===== config.mk =====
export PLATFORM = sky130hd
export DESIGN_NAME = rr_priority_aging_scheduler
export DESIGN_NICKNAME = d
export VERILOG_FILES = /design/src/design/rpas_pkg.sv /design/src/design/rpas_store.sv /design/src/design/rpas_ctrl.sv /design/src/design/rr_priority_aging_scheduler.sv
export SDC_FILE = /design/constraint.sdc
export NUM_CORES = 2
export LEC_CHECK = 0
export BUFFER_PORTS_ARGS = -buffer_cell sky130_fd_sc_hd__buf_2
export CORE_UTILIZATION = 35
export CTS_CLUSTER_SIZE = 28
export DETAILED_ROUTE_END_ITERATION = 16
export HOLD_SLACK_MARGIN = 0.15
export SYNTH_ARGS = -nofsm -noshare
export SYNTH_HDL_FRONTEND = slang
export SYNTH_HIERARCHICAL = 1
export SYNTH_SLANG_ARGS = --single-unit

===== constraint.sdc =====
create_clock -name clk -period 8.4 [get_ports clk]
set_input_delay 0.42 -clock clk [delete_from_list [all_inputs] [get_ports clk]]
set_output_delay 0.42 -clock clk [all_outputs]
set_load 0.05 [all_outputs]

===== src/design/rpas_pkg.sv =====
// Shared types and constants of the round-robin / priority scheduler with aging.
// Holds the item and result word layouts, the sequencer states and the code names.
// No dependencies.
package rpas_pkg;

    localparam int DEF_MAX_SLOTS  = 64;
    localparam int DEF_BURST_BITS = 16;

    localparam int SLOT_FIELD_W  = 6;
    localparam int BURST_FIELD_W = 16;
    localparam int PRIO_W        = 8;
    localparam int PRIO_WORD_W   = PRIO_W + 1;
    localparam int QUANTA_W      = 8;
    localparam int TICK_W        = 9;
    localparam int CFG_IDX_W     = 1;

    localparam logic [QUANTA_W-1:0] RR_QUANTA_RST   = 8'd30;
    localparam logic [QUANTA_W-1:0] PRIO_QUANTA_RST = 8'd30;

    localparam logic signed [PRIO_W-1:0] PRIO_MIN = 8'sh80;

    localparam logic MODE_LOAD  = 1'b0;
    localparam logic MODE_TICK  = 1'b1;
    localparam logic PHASE_RR   = 1'b0;
    localparam logic PHASE_PRIO = 1'b1;

    localparam logic [CFG_IDX_W-1:0] CFG_RR_QUANTA   = 1'b0;
    localparam logic [CFG_IDX_W-1:0] CFG_PRIO_QUANTA = 1'b1;

    typedef struct packed {
        logic                     mode;
        logic [SLOT_FIELD_W-1:0]  slot;
        logic [BURST_FIELD_W-1:0] burst;
        logic signed [PRIO_W-1:0] prio_in;
    } item_t;

    typedef struct packed {
        logic [SLOT_FIELD_W-1:0]  chosen_slot;
        logic                     phase;
        logic [BURST_FIELD_W-1:0] burst_left;
        logic                     finished;
        logic                     all_done;
    } result_t;

    typedef struct packed {
        logic rd_en;
        logic burst_we;
        logic prio_we;
    } mem_ctl_t;

    typedef enum logic [2:0] {
        ST_CLEAR,
        ST_IDLE,
        ST_SCAN,
        ST_RESOLVE,
        ST_AGE
    } sched_state_t;

endpackage


===== src/design/rpas_store.sv =====
// Slot tables: burst memory and priority memory (valid bit plus signed priority).
// One write port each, one shared read address, registered read data.
// Depends on rpas_pkg.
module rpas_store
    import rpas_pkg::*;
#(
    parameter int MAX_SLOTS  = DEF_MAX_SLOTS,
    parameter int BURST_BITS = DEF_BURST_BITS,
    localparam int SLOT_W    = $clog2(MAX_SLOTS)
)
(
    input  logic                   clk,
    input  mem_ctl_t               mem_ctl,
    input  logic [SLOT_W-1:0]      rd_addr,
    input  logic [SLOT_W-1:0]      burst_waddr,
    input  logic [BURST_BITS-1:0]  burst_wdata,
    input  logic [SLOT_W-1:0]      prio_waddr,
    input  logic [PRIO_WORD_W-1:0] prio_wdata,
    output logic [BURST_BITS-1:0]  burst_rdata,
    output logic [PRIO_WORD_W-1:0] prio_rdata
);

    logic [BURST_BITS-1:0]  burst_mem [MAX_SLOTS];
    logic [PRIO_WORD_W-1:0] prio_mem  [MAX_SLOTS];

    always_ff @(posedge clk)
    begin
        if (mem_ctl.burst_we)
        begin
            burst_mem[burst_waddr] <= burst_wdata;
        end
        if (mem_ctl.rd_en)
        begin
            burst_rdata <= burst_mem[rd_addr];
        end
    end

    always_ff @(posedge clk)
    begin
        if (mem_ctl.prio_we)
        begin
            prio_mem[prio_waddr] <= prio_wdata;
        end
        if (mem_ctl.rd_en)
        begin
            prio_rdata <= prio_mem[rd_addr];
        end
    end

endmodule


===== src/design/rpas_ctrl.sv =====
// Scheduler sequencer: clear pass, table scan, pick resolve, aging sweep.
// Drives the slot memories in rpas_store and builds the result word.
// Depends on rpas_pkg.
module rpas_ctrl
    import rpas_pkg::*;
#(
    parameter int MAX_SLOTS  = DEF_MAX_SLOTS,
    parameter int BURST_BITS = DEF_BURST_BITS,
    localparam int SLOT_W    = $clog2(MAX_SLOTS)
)
(
    input  logic                   clk,
    input  logic                   rst_n,
    input  logic                   start,
    input  item_t                  item,
    input  logic [QUANTA_W-1:0]    rr_quanta,
    input  logic [QUANTA_W-1:0]    prio_quanta,
    output logic                   busy,
    output logic                   res_valid,
    output result_t                res,
    output mem_ctl_t               mem_ctl,
    output logic [SLOT_W-1:0]      rd_addr,
    output logic [SLOT_W-1:0]      burst_waddr,
    output logic [BURST_BITS-1:0]  burst_wdata,
    output logic [SLOT_W-1:0]      prio_waddr,
    output logic [PRIO_WORD_W-1:0] prio_wdata,
    input  logic [BURST_BITS-1:0]  burst_rdata,
    input  logic [PRIO_WORD_W-1:0] prio_rdata
);

    localparam int CNT_W = SLOT_W + 1;

    sched_state_t             state_reg, state_next;
    logic [CNT_W-1:0]         cnt_reg, cnt_next;
    logic                     pend_reg, pend_next;
    logic [SLOT_W-1:0]        pend_idx_reg, pend_idx_next;
    logic                     found_reg, found_next;
    logic [SLOT_W-1:0]        best_idx_reg, best_idx_next;
    logic [BURST_BITS-1:0]    best_burst_reg, best_burst_next;
    logic signed [PRIO_W-1:0] best_prio_reg, best_prio_next;
    logic [TICK_W-1:0]        tick_reg, tick_next;
    logic                     phase_reg, phase_next;
    logic [SLOT_W-1:0]        scan_ptr_reg, scan_ptr_next;
    logic                     parity_reg, parity_next;
    logic [SLOT_W-1:0]        prev_pick_reg, prev_pick_next;

    logic                     cnt_done;
    logic                     issue;
    logic [SLOT_W-1:0]        cnt_idx;
    logic [SLOT_W-1:0]        base_idx;
    logic [CNT_W-1:0]         scan_sum;
    logic [CNT_W-1:0]         scan_wrap;
    logic [SLOT_W-1:0]        scan_addr;
    logic                     rd_live;
    logic signed [PRIO_W-1:0] rd_prio;
    logic                     take;
    logic                     age_hit;
    logic                     load_ok;
    logic [BURST_BITS-1:0]    left;
    logic [QUANTA_W-1:0]      limit;
    logic [TICK_W-1:0]        tick_inc;

    assign busy     = (state_reg != ST_IDLE);
    assign cnt_done = (cnt_reg == CNT_W'(MAX_SLOTS));
    assign cnt_idx  = cnt_reg[SLOT_W-1:0];
    assign issue    = ((state_reg == ST_SCAN) || (state_reg == ST_AGE)) && !cnt_done;

    assign base_idx  = (phase_reg == PHASE_RR) ? scan_ptr_reg : '0;
    assign scan_sum  = {1'b0, base_idx} + cnt_reg;
    assign scan_wrap = (scan_sum >= CNT_W'(MAX_SLOTS)) ? scan_sum - CNT_W'(MAX_SLOTS)
                                                       : scan_sum;
    assign scan_addr = scan_wrap[SLOT_W-1:0];

    assign rd_prio = signed'(prio_rdata[PRIO_W-1:0]);
    assign rd_live = prio_rdata[PRIO_W] && (burst_rdata != '0);
    assign take    = rd_live && (!found_reg ||
                                 ((phase_reg == PHASE_PRIO) && (rd_prio < best_prio_reg)));
    assign age_hit = prio_rdata[PRIO_W] && (pend_idx_reg != prev_pick_reg) &&
                     (pend_idx_reg != best_idx_reg) && (rd_prio != PRIO_MIN);

    assign load_ok = (32'(item.slot) < 32'(MAX_SLOTS));
    assign left    = best_burst_reg - BURST_BITS'(1);
    assign tick_inc = tick_reg + TICK_W'(1);

    always_comb
    begin
        if (phase_reg == PHASE_RR)
        begin
            limit = (rr_quanta == '0) ? QUANTA_W'(1) : rr_quanta;
        end
        else
        begin
            limit = (prio_quanta == '0) ? QUANTA_W'(1) : prio_quanta;
        end
    end

    // next state
    always_comb
    begin
        state_next      = state_reg;
        cnt_next        = cnt_reg;
        pend_next       = issue;
        pend_idx_next   = (state_reg == ST_SCAN) ? scan_addr : cnt_idx;
        found_next      = found_reg;
        best_idx_next   = best_idx_reg;
        best_burst_next = best_burst_reg;
        best_prio_next  = best_prio_reg;
        tick_next       = tick_reg;
        phase_next      = phase_reg;
        scan_ptr_next   = scan_ptr_reg;
        parity_next     = parity_reg;
        prev_pick_next  = prev_pick_reg;

        case (state_reg)
            ST_CLEAR:
            begin
                cnt_next = cnt_reg + CNT_W'(1);
                if (cnt_reg == CNT_W'(MAX_SLOTS - 1))
                begin
                    cnt_next   = '0;
                    state_next = ST_IDLE;
                end
            end
            ST_IDLE:
            begin
                if (start && (item.mode == MODE_TICK))
                begin
                    cnt_next   = '0;
                    found_next = 1'b0;
                    state_next = ST_SCAN;
                end
            end
            ST_SCAN:
            begin
                if (pend_reg && take)
                begin
                    found_next      = 1'b1;
                    best_idx_next   = pend_idx_reg;
                    best_burst_next = burst_rdata;
                    best_prio_next  = rd_prio;
                end
                if (cnt_done)
                begin
                    state_next = ST_RESOLVE;
                end
                else
                begin
                    cnt_next = cnt_reg + CNT_W'(1);
                end
            end
            ST_RESOLVE:
            begin
                state_next = ST_IDLE;
                cnt_next   = '0;
                if (found_reg)
                begin
                    if (phase_reg == PHASE_RR)
                    begin
                        scan_ptr_next = (best_idx_reg == SLOT_W'(MAX_SLOTS - 1))
                                        ? '0 : best_idx_reg + SLOT_W'(1);
                    end
                    else if (!parity_reg)
                    begin
                        prev_pick_next = best_idx_reg;
                        parity_next    = 1'b1;
                    end
                    else
                    begin
                        parity_next = 1'b0;
                        state_next  = ST_AGE;
                    end
                    if (tick_inc >= {1'b0, limit})
                    begin
                        tick_next = '0;
                        if (phase_reg == PHASE_RR)
                        begin
                            phase_next  = PHASE_PRIO;
                            parity_next = 1'b0;
                        end
                        else
                        begin
                            phase_next    = PHASE_RR;
                            scan_ptr_next = '0;
                        end
                    end
                    else
                    begin
                        tick_next = tick_inc;
                    end
                end
            end
            ST_AGE:
            begin
                if (cnt_done)
                begin
                    state_next = ST_IDLE;
                end
                else
                begin
                    cnt_next = cnt_reg + CNT_W'(1);
                end
            end
            default:
            begin
                state_next = ST_IDLE;
            end
        endcase
    end

    // outputs
    always_comb
    begin
        mem_ctl     = '0;
        rd_addr     = '0;
        burst_waddr = '0;
        burst_wdata = '0;
        prio_waddr  = '0;
        prio_wdata  = '0;
        res_valid   = 1'b0;
        res         = '0;

        case (state_reg)
            ST_CLEAR:
            begin
                mem_ctl.prio_we = 1'b1;
                prio_waddr      = cnt_idx;
            end
            ST_IDLE:
            begin
                if (start && (item.mode == MODE_LOAD) && load_ok)
                begin
                    mem_ctl.burst_we = 1'b1;
                    mem_ctl.prio_we  = 1'b1;
                    burst_waddr      = SLOT_W'(item.slot);
                    prio_waddr       = SLOT_W'(item.slot);
                    burst_wdata      = BURST_BITS'(item.burst);
                    prio_wdata       = {1'b1, item.prio_in};
                end
            end
            ST_SCAN:
            begin
                mem_ctl.rd_en = issue;
                rd_addr       = scan_addr;
            end
            ST_RESOLVE:
            begin
                res_valid = 1'b1;
                res.phase = phase_reg;
                if (found_reg)
                begin
                    mem_ctl.burst_we = 1'b1;
                    burst_waddr      = best_idx_reg;
                    burst_wdata      = left;
                    res.chosen_slot  = SLOT_FIELD_W'(best_idx_reg);
                    res.burst_left   = BURST_FIELD_W'(left);
                    res.finished     = (left == '0);
                end
                else
                begin
                    res.all_done = 1'b1;
                end
            end
            ST_AGE:
            begin
                mem_ctl.rd_en = issue;
                rd_addr       = cnt_idx;
                if (pend_reg && age_hit)
                begin
                    mem_ctl.prio_we = 1'b1;
                    prio_waddr      = pend_idx_reg;
                    prio_wdata      = {1'b1, rd_prio - PRIO_W'(1)};
                end
            end
            default:
            begin
                res_valid = 1'b0;
            end
        endcase
    end

    always_ff @(posedge clk or negedge rst_n)
    begin
        if (!rst_n)
        begin
            state_reg     <= ST_CLEAR;
            cnt_reg       <= '0;
            pend_reg      <= 1'b0;
            found_reg     <= 1'b0;
            tick_reg      <= '0;
            phase_reg     <= PHASE_RR;
            scan_ptr_reg  <= '0;
            parity_reg    <= 1'b0;
            prev_pick_reg <= '0;
        end
        else
        begin
            state_reg     <= state_next;
            cnt_reg       <= cnt_next;
            pend_reg      <= pend_next;
            found_reg     <= found_next;
            tick_reg      <= tick_next;
            phase_reg     <= phase_next;
            scan_ptr_reg  <= scan_ptr_next;
            parity_reg    <= parity_next;
            prev_pick_reg <= prev_pick_next;
        end
    end

    always_ff @(posedge clk)
    begin
        pend_idx_reg   <= pend_idx_next;
        best_idx_reg   <= best_idx_next;
        best_burst_reg <= best_burst_next;
        best_prio_reg  <= best_prio_next;
    end

    a_res_after_scan: assert property (@(posedge clk) disable iff (!rst_n)
        res_valid |-> $past(state_reg == ST_SCAN))
        else $error("result word without a completed scan");

    a_no_rd_on_burst_wr: assert property (@(posedge clk) disable iff (!rst_n)
        mem_ctl.burst_we |-> !mem_ctl.rd_en)
        else $error("burst write overlaps a table read");

    a_age_skips_picks: assert property (@(posedge clk) disable iff (!rst_n)
        (mem_ctl.prio_we && (state_reg == ST_AGE)) |->
        ((prio_waddr != prev_pick_reg) && (prio_waddr != best_idx_reg)))
        else $error("aging touched a just-picked slot");

    a_tick_starts_scan: assert property (@(posedge clk) disable iff (!rst_n)
        (start && !busy && (item.mode == MODE_TICK)) |=> (state_reg == ST_SCAN))
        else $error("accepted tick did not start a scan");

endmodule


===== src/design/rr_priority_aging_scheduler.sv =====
// Top level of the round-robin / priority scheduler with aging.
// Holds the quanta registers and the result register; uses rpas_ctrl and rpas_store.
// Depends on rpas_pkg.
//
// Usage:
//   Input words enter on item and are taken at a clock edge with start high and
//   busy low. A load word (mode 0) writes one slot in that cycle; busy stays low.
//   A tick word (mode 1) scans the whole slot table through the memory read port,
//   one slot a cycle, with busy high throughout, and the result word appears on
//   result with done high for exactly one cycle, registered after the resolve step.
//   On every second pick of the priority phase an aging sweep of the priority
//   memory follows, and busy stays high through it. A tick therefore keeps busy
//   high through the scan, the resolve step and any aging sweep, and the next word
//   is taken only once busy is low again; the scan runs through the single shared
//   read port of the slot memories.
//   Loads produce no result. The receiver cannot stall: done is a strobe.
//   cfg_we writes rr_quanta (index 0) or prio_quanta (index 1) from cfg_data;
//   write only while the block is idle.
//   After reset a clearing pass marks every slot empty; busy is high during it.
//   Both quanta registers reset to 30.
module rr_priority_aging_scheduler
    import rpas_pkg::*;
#(
    parameter int MAX_SLOTS  = DEF_MAX_SLOTS,
    parameter int BURST_BITS = DEF_BURST_BITS
)
(
    input  logic                 clk,
    input  logic                 rst_n,
    input  logic                 start,
    input  item_t                item,
    output logic                 busy,
    output logic                 done,
    output result_t              result,
    input  logic                 cfg_we,
    input  logic [CFG_IDX_W-1:0] cfg_index,
    input  logic [QUANTA_W-1:0]  cfg_data
);

    localparam int SLOT_W = $clog2(MAX_SLOTS);

    logic [QUANTA_W-1:0]    rr_quanta_reg, rr_quanta_next;
    logic [QUANTA_W-1:0]    prio_quanta_reg, prio_quanta_next;
    logic                   done_reg;
    result_t                result_reg;

    logic                   res_valid;
    result_t                res;
    mem_ctl_t               mem_ctl;
    logic [SLOT_W-1:0]      rd_addr;
    logic [SLOT_W-1:0]      burst_waddr;
    logic [BURST_BITS-1:0]  burst_wdata;
    logic [SLOT_W-1:0]      prio_waddr;
    logic [PRIO_WORD_W-1:0] prio_wdata;
    logic [BURST_BITS-1:0]  burst_rdata;
    logic [PRIO_WORD_W-1:0] prio_rdata;

    always_comb
    begin
        rr_quanta_next   = rr_quanta_reg;
        prio_quanta_next = prio_quanta_reg;
        if (cfg_we)
        begin
            case (cfg_index)
                CFG_RR_QUANTA:   rr_quanta_next   = cfg_data;
                CFG_PRIO_QUANTA: prio_quanta_next = cfg_data;
                default:         rr_quanta_next   = rr_quanta_reg;
            endcase
        end
    end

    always_ff @(posedge clk or negedge rst_n)
    begin
        if (!rst_n)
        begin
            rr_quanta_reg   <= RR_QUANTA_RST;
            prio_quanta_reg <= PRIO_QUANTA_RST;
            done_reg        <= 1'b0;
        end
        else
        begin
            rr_quanta_reg   <= rr_quanta_next;
            prio_quanta_reg <= prio_quanta_next;
            done_reg        <= res_valid;
        end
    end

    always_ff @(posedge clk)
    begin
        if (res_valid)
        begin
            result_reg <= res;
        end
    end

    assign done   = done_reg;
    assign result = result_reg;

    rpas_ctrl #(
        .MAX_SLOTS  (MAX_SLOTS),
        .BURST_BITS (BURST_BITS)
    ) u_ctrl (
        .clk         (clk),
        .rst_n       (rst_n),
        .start       (start),
        .item        (item),
        .rr_quanta   (rr_quanta_reg),
        .prio_quanta (prio_quanta_reg),
        .busy        (busy),
        .res_valid   (res_valid),
        .res         (res),
        .mem_ctl     (mem_ctl),
        .rd_addr     (rd_addr),
        .burst_waddr (burst_waddr),
        .burst_wdata (burst_wdata),
        .prio_waddr  (prio_waddr),
        .prio_wdata  (prio_wdata),
        .burst_rdata (burst_rdata),
        .prio_rdata  (prio_rdata)
    );

    rpas_store #(
        .MAX_SLOTS  (MAX_SLOTS),
        .BURST_BITS (BURST_BITS)
    ) u_store (
        .clk         (clk),
        .mem_ctl     (mem_ctl),
        .rd_addr     (rd_addr),
        .burst_waddr (burst_waddr),
        .burst_wdata (burst_wdata),
        .prio_waddr  (prio_waddr),
        .prio_wdata  (prio_wdata),
        .burst_rdata (burst_rdata),
        .prio_rdata  (prio_rdata)
    );

endmodule

==> metrics.txt <==
number of rows in the core area 163; area occupied by multi-input gates 16,700 sq um; Layout fillers 17,700; share of the clock period used by the worst path 60.8%; final layout net count 3,814; number of buffer cells added on primary ports 70; path length in cells of the critical path 12; wire per inst 26.0 um; count of unresolved DRC violations after routing 0; most common cell in the netlist sky130_fd_sc_hd__edfxtp_1; origin of the critical flop-to-flop path u_ctrl/cnt_reg[0]; Reg2Reg Depth 12; VDD IR-drop max 243 uV; path type of the worst setup path register to register; Final Slew Violations 1; list of most frequent post-synthesis cells sky130_fd_sc_hd__edfxtp_1, sky130_fd_sc_hd__mux4_2, sky130_fd_sc_hd__nor2_1, sky130_fd_sc_hd__mux2i_1, sky130_fd_sc_hd__mux2_2; total gr overflow 0; yosys synthesis warning count 6; required time of the critical path 8900 ps; first-pass GRT wire length 247 mm; pin count of the biggest net entering global routing 127; starting utilization of the core area 35.2%; syn nets 3,630; cell with the largest stage delay on the worst path sky130_fd_sc_hd__o311ai_0; Arrival @ worst endpoint 5610 ps; dominant cell type by area after synthesis sky130_fd_sc_hd__edfxtp_1; DRC marker count from the first detailed-route iteration 4,009; IO Pins 71; post-synthesis sequential element count 1,738; number of routed nets with antenna violations 0; shortest clock period the worst path allows after layout 5110 ps; Total Die Area 200,000 sq um; number of global-route vias before repair 35,000; main flop type after synthesis sky130_fd_sc_hd__edfxtp_1; detail-routed via count per cell 5.36; Gates resized, CTS repair 0; Least-Margin Pin Slew 1480 ps; run status complete, but fails checks; CTS hold repair buffers 20; reg-to-reg critical path endpoint u_store/burst_rdata[13]; type of element capturing the critical path register; worst-path fanout max 126; sequential area share after synthesis 74.6%; buffers plus inverters on the worst setup path 2; final wirelength 169 mm; CTS tree yes; antenna fix cells 0; post-synthesis instance area 69,500 sq um; clock network latency to the later pin of the worst-skew pair 810 ps; detailed-router iteration count before antenna repair 5; via count 34,900; Die H 448 um; number of levels the H-tree was split into 4; Area growth, synth to finish 13.4%; synth unique cells 90; Area contributors post-synth sky130_fd_sc_hd__edfxtp_1, sky130_fd_sc_hd__mux4_2, sky130_fd_sc_hd__mux2i_1, sky130_fd_sc_hd__mux2_2, sky130_fd_sc_hd__dfrtp_1; worst reg2reg setup slack 3290 ps; post-route clock skew 27.5 ps; average footprint of a synthesized cell 19.6 sq um; post-synthesis cell count 3,555; TritonCTS sink count 1,738; endpoints failing hold 0; critical path, cell by cell ha_1 > inv_1 > fa_1 > xnor2_1 > a22oi_1 > nor2_4 > buf_12 > mux4_2 > mux2i_1 > nor2_1 > o311ai_0 > a21oi_1; family of cells with the greatest summed delay on the critical path compound AO/OA/AOI/OAI gates; GRT Total Usage 16.9%; leak pwr 0.0245 uW; share of post-route cells with drive strength above 1 24.9%; maximum root-to-sink buffer count 3; Max-Cap Viols 2; Clock Tree Root sky130_fd_sc_hd__clkbuf_16; nature of the critical path startpoint register; end point of the critical path u_store/burst_rdata[13]; number of enable flip-flop cells after synthesis 1,680; fraction of registers with async set/reset 2.99%; worst hold path type primary input to asynchronous set/reset pin; violations in the final reports capacitance limit, slew limit; setup repair after global routing missed its margin no; Final Setup Violations 0; post-CTS setup buffer count 0; share of the synthesized area in the top cell type 72.5%; horizontal extent of the die 448 um; Slew Limit Headroom -0.111%; PwrDens 254 nW/um^2; Placed Area 73,300 sq um; hpwl dp 103 mm; setup_tns 0 ps; delay contributed by the slowest stage of the critical path 1060 ps; global placement routability congestion 0.875; TritonCTS buffer count 168; number of antenna violations at the first check in global routing 4; Layout Cell Area excl Fill 78,900 sq um; register area 51,900 sq um; Max Fclk 0.196 GHz; core region area 197,000 sq um; Setup crit start u_ctrl/cnt_reg[0]; number of flip-flops in the largest register 1,024; clock input transition at the sequential cells of the worst setup and hold paths 70 ps
[worst min path at each step]
stage,start,end,slack (ps),cells past startpoint
floorplan,rst_n,done,120,0
global placement,u_store/burst_rdata[15],u_ctrl/best_burst_reg[15],440,0
detailed placement,u_store/burst_rdata[15],u_ctrl/best_burst_reg[15],440,0
CTS,rst_n,u_ctrl/tick_reg[2],260,3
global route,rst_n,u_ctrl/prev_pick_reg[3],370,3
finish,rst_n,u_ctrl/prev_pick_reg[4],280,3
[final cells by class]
class / count / share of cell area [%]
Clock buffer: 204 / 5.61
Clock inverter: 100 / 1.19
Timing Repair Buffer: 209 / 1.96
Tap cell: 2640 / 4.19
Sequential cell: 1738 / 65.8
Multi-Input combinational cell: 1592 / 21.1
Inverter: 30 / 0.143
[metal layers]
layer	track usage [%]	routed length, um	vias up
met5	0.440	138	-
met4	5.63	5020	6
met3	2.95	11900	274
met2	26.9	80100	1319
met1	23.4	72100	18400
li1	-	-	14900
[cells in the final DEF (no fill, tap or decap), types with 18 or more instances in the layout]
cell type and count:
sky130_fd_sc_hd__inv_1 30, sky130_fd_sc_hd__nand2_1 75, sky130_fd_sc_hd__a22oi_1 52, sky130_fd_sc_hd__nor2b_1 35
sky130_fd_sc_hd__nor2_1 182, sky130_fd_sc_hd__clkbuf_16 171, sky130_fd_sc_hd__clkinv_1 33, sky130_fd_sc_hd__buf_2 70
sky130_fd_sc_hd__mux4_2 314, sky130_fd_sc_hd__dfrtp_1 44, sky130_fd_sc_hd__a21o_1 25, sky130_fd_sc_hd__clkbuf_1 31
sky130_fd_sc_hd__dlygate4sd3_1 20, sky130_fd_sc_hd__mux2i_1 152, sky130_fd_sc_hd__buf_4 111, sky130_fd_sc_hd__o21ai_0 64
sky130_fd_sc_hd__nand3_1 42, sky130_fd_sc_hd__mux2_2 122, sky130_fd_sc_hd__nor3_1 18, sky130_fd_sc_hd__clkinv_2 26
sky130_fd_sc_hd__a211oi_1 23, sky130_fd_sc_hd__edfxtp_1 1680, sky130_fd_sc_hd__nor4_1 18, sky130_fd_sc_hd__a21oi_1 40
sky130_fd_sc_hd__o22ai_1 52, sky130_fd_sc_hd__ha_1 30, sky130_fd_sc_hd__xnor2_1 26, sky130_fd_sc_hd__a22o_1 20
[kinds of logic (layout without fill, tap and decap cells)]
| group | Yosys count | count (layout) | share of synthesized area [%] |
|---|---|---|---|
| flops | 1738 | 1738 | 74.6 |
| compound gates | 414 | 414 | 4.14 |
| simple gates | 505 | 505 | 3.70 |
| fa+ha+maj | 31 | 31 | 0.569 |
| xor+xnor | 41 | 41 | 0.516 |
| mux | 601 | 601 | 14.7 |
| buf+inv | 225 | 543 | 1.77 |
[power breakdown]
part           switching, uW  internal [uW]  leakage, uW
clock network           3250           4120      0.00261
registers                101           9910       0.0162
logic                   1760            878      0.00567
[tightest hold or removal path: cells and delay by family]
family	cells	cell delay, ps
buf+inv	3	1150
[metrics by stage]
stage	power (uW)	std cells	setup slack (ps)	util [%]	hold slack, ps
after floorplan	11900	3555	3800	-	124
after global placement	12800	6189	3460	37.1	437
after detailed placement	12800	6189	3390	37.1	438
after CTS	20200	6513	3360	39.9	262
after global routing	20600	6513	3060	39.9	367
final	20000	6513	3290	39.9	279
Note: power is estimated with default switching activity, not from simulation.
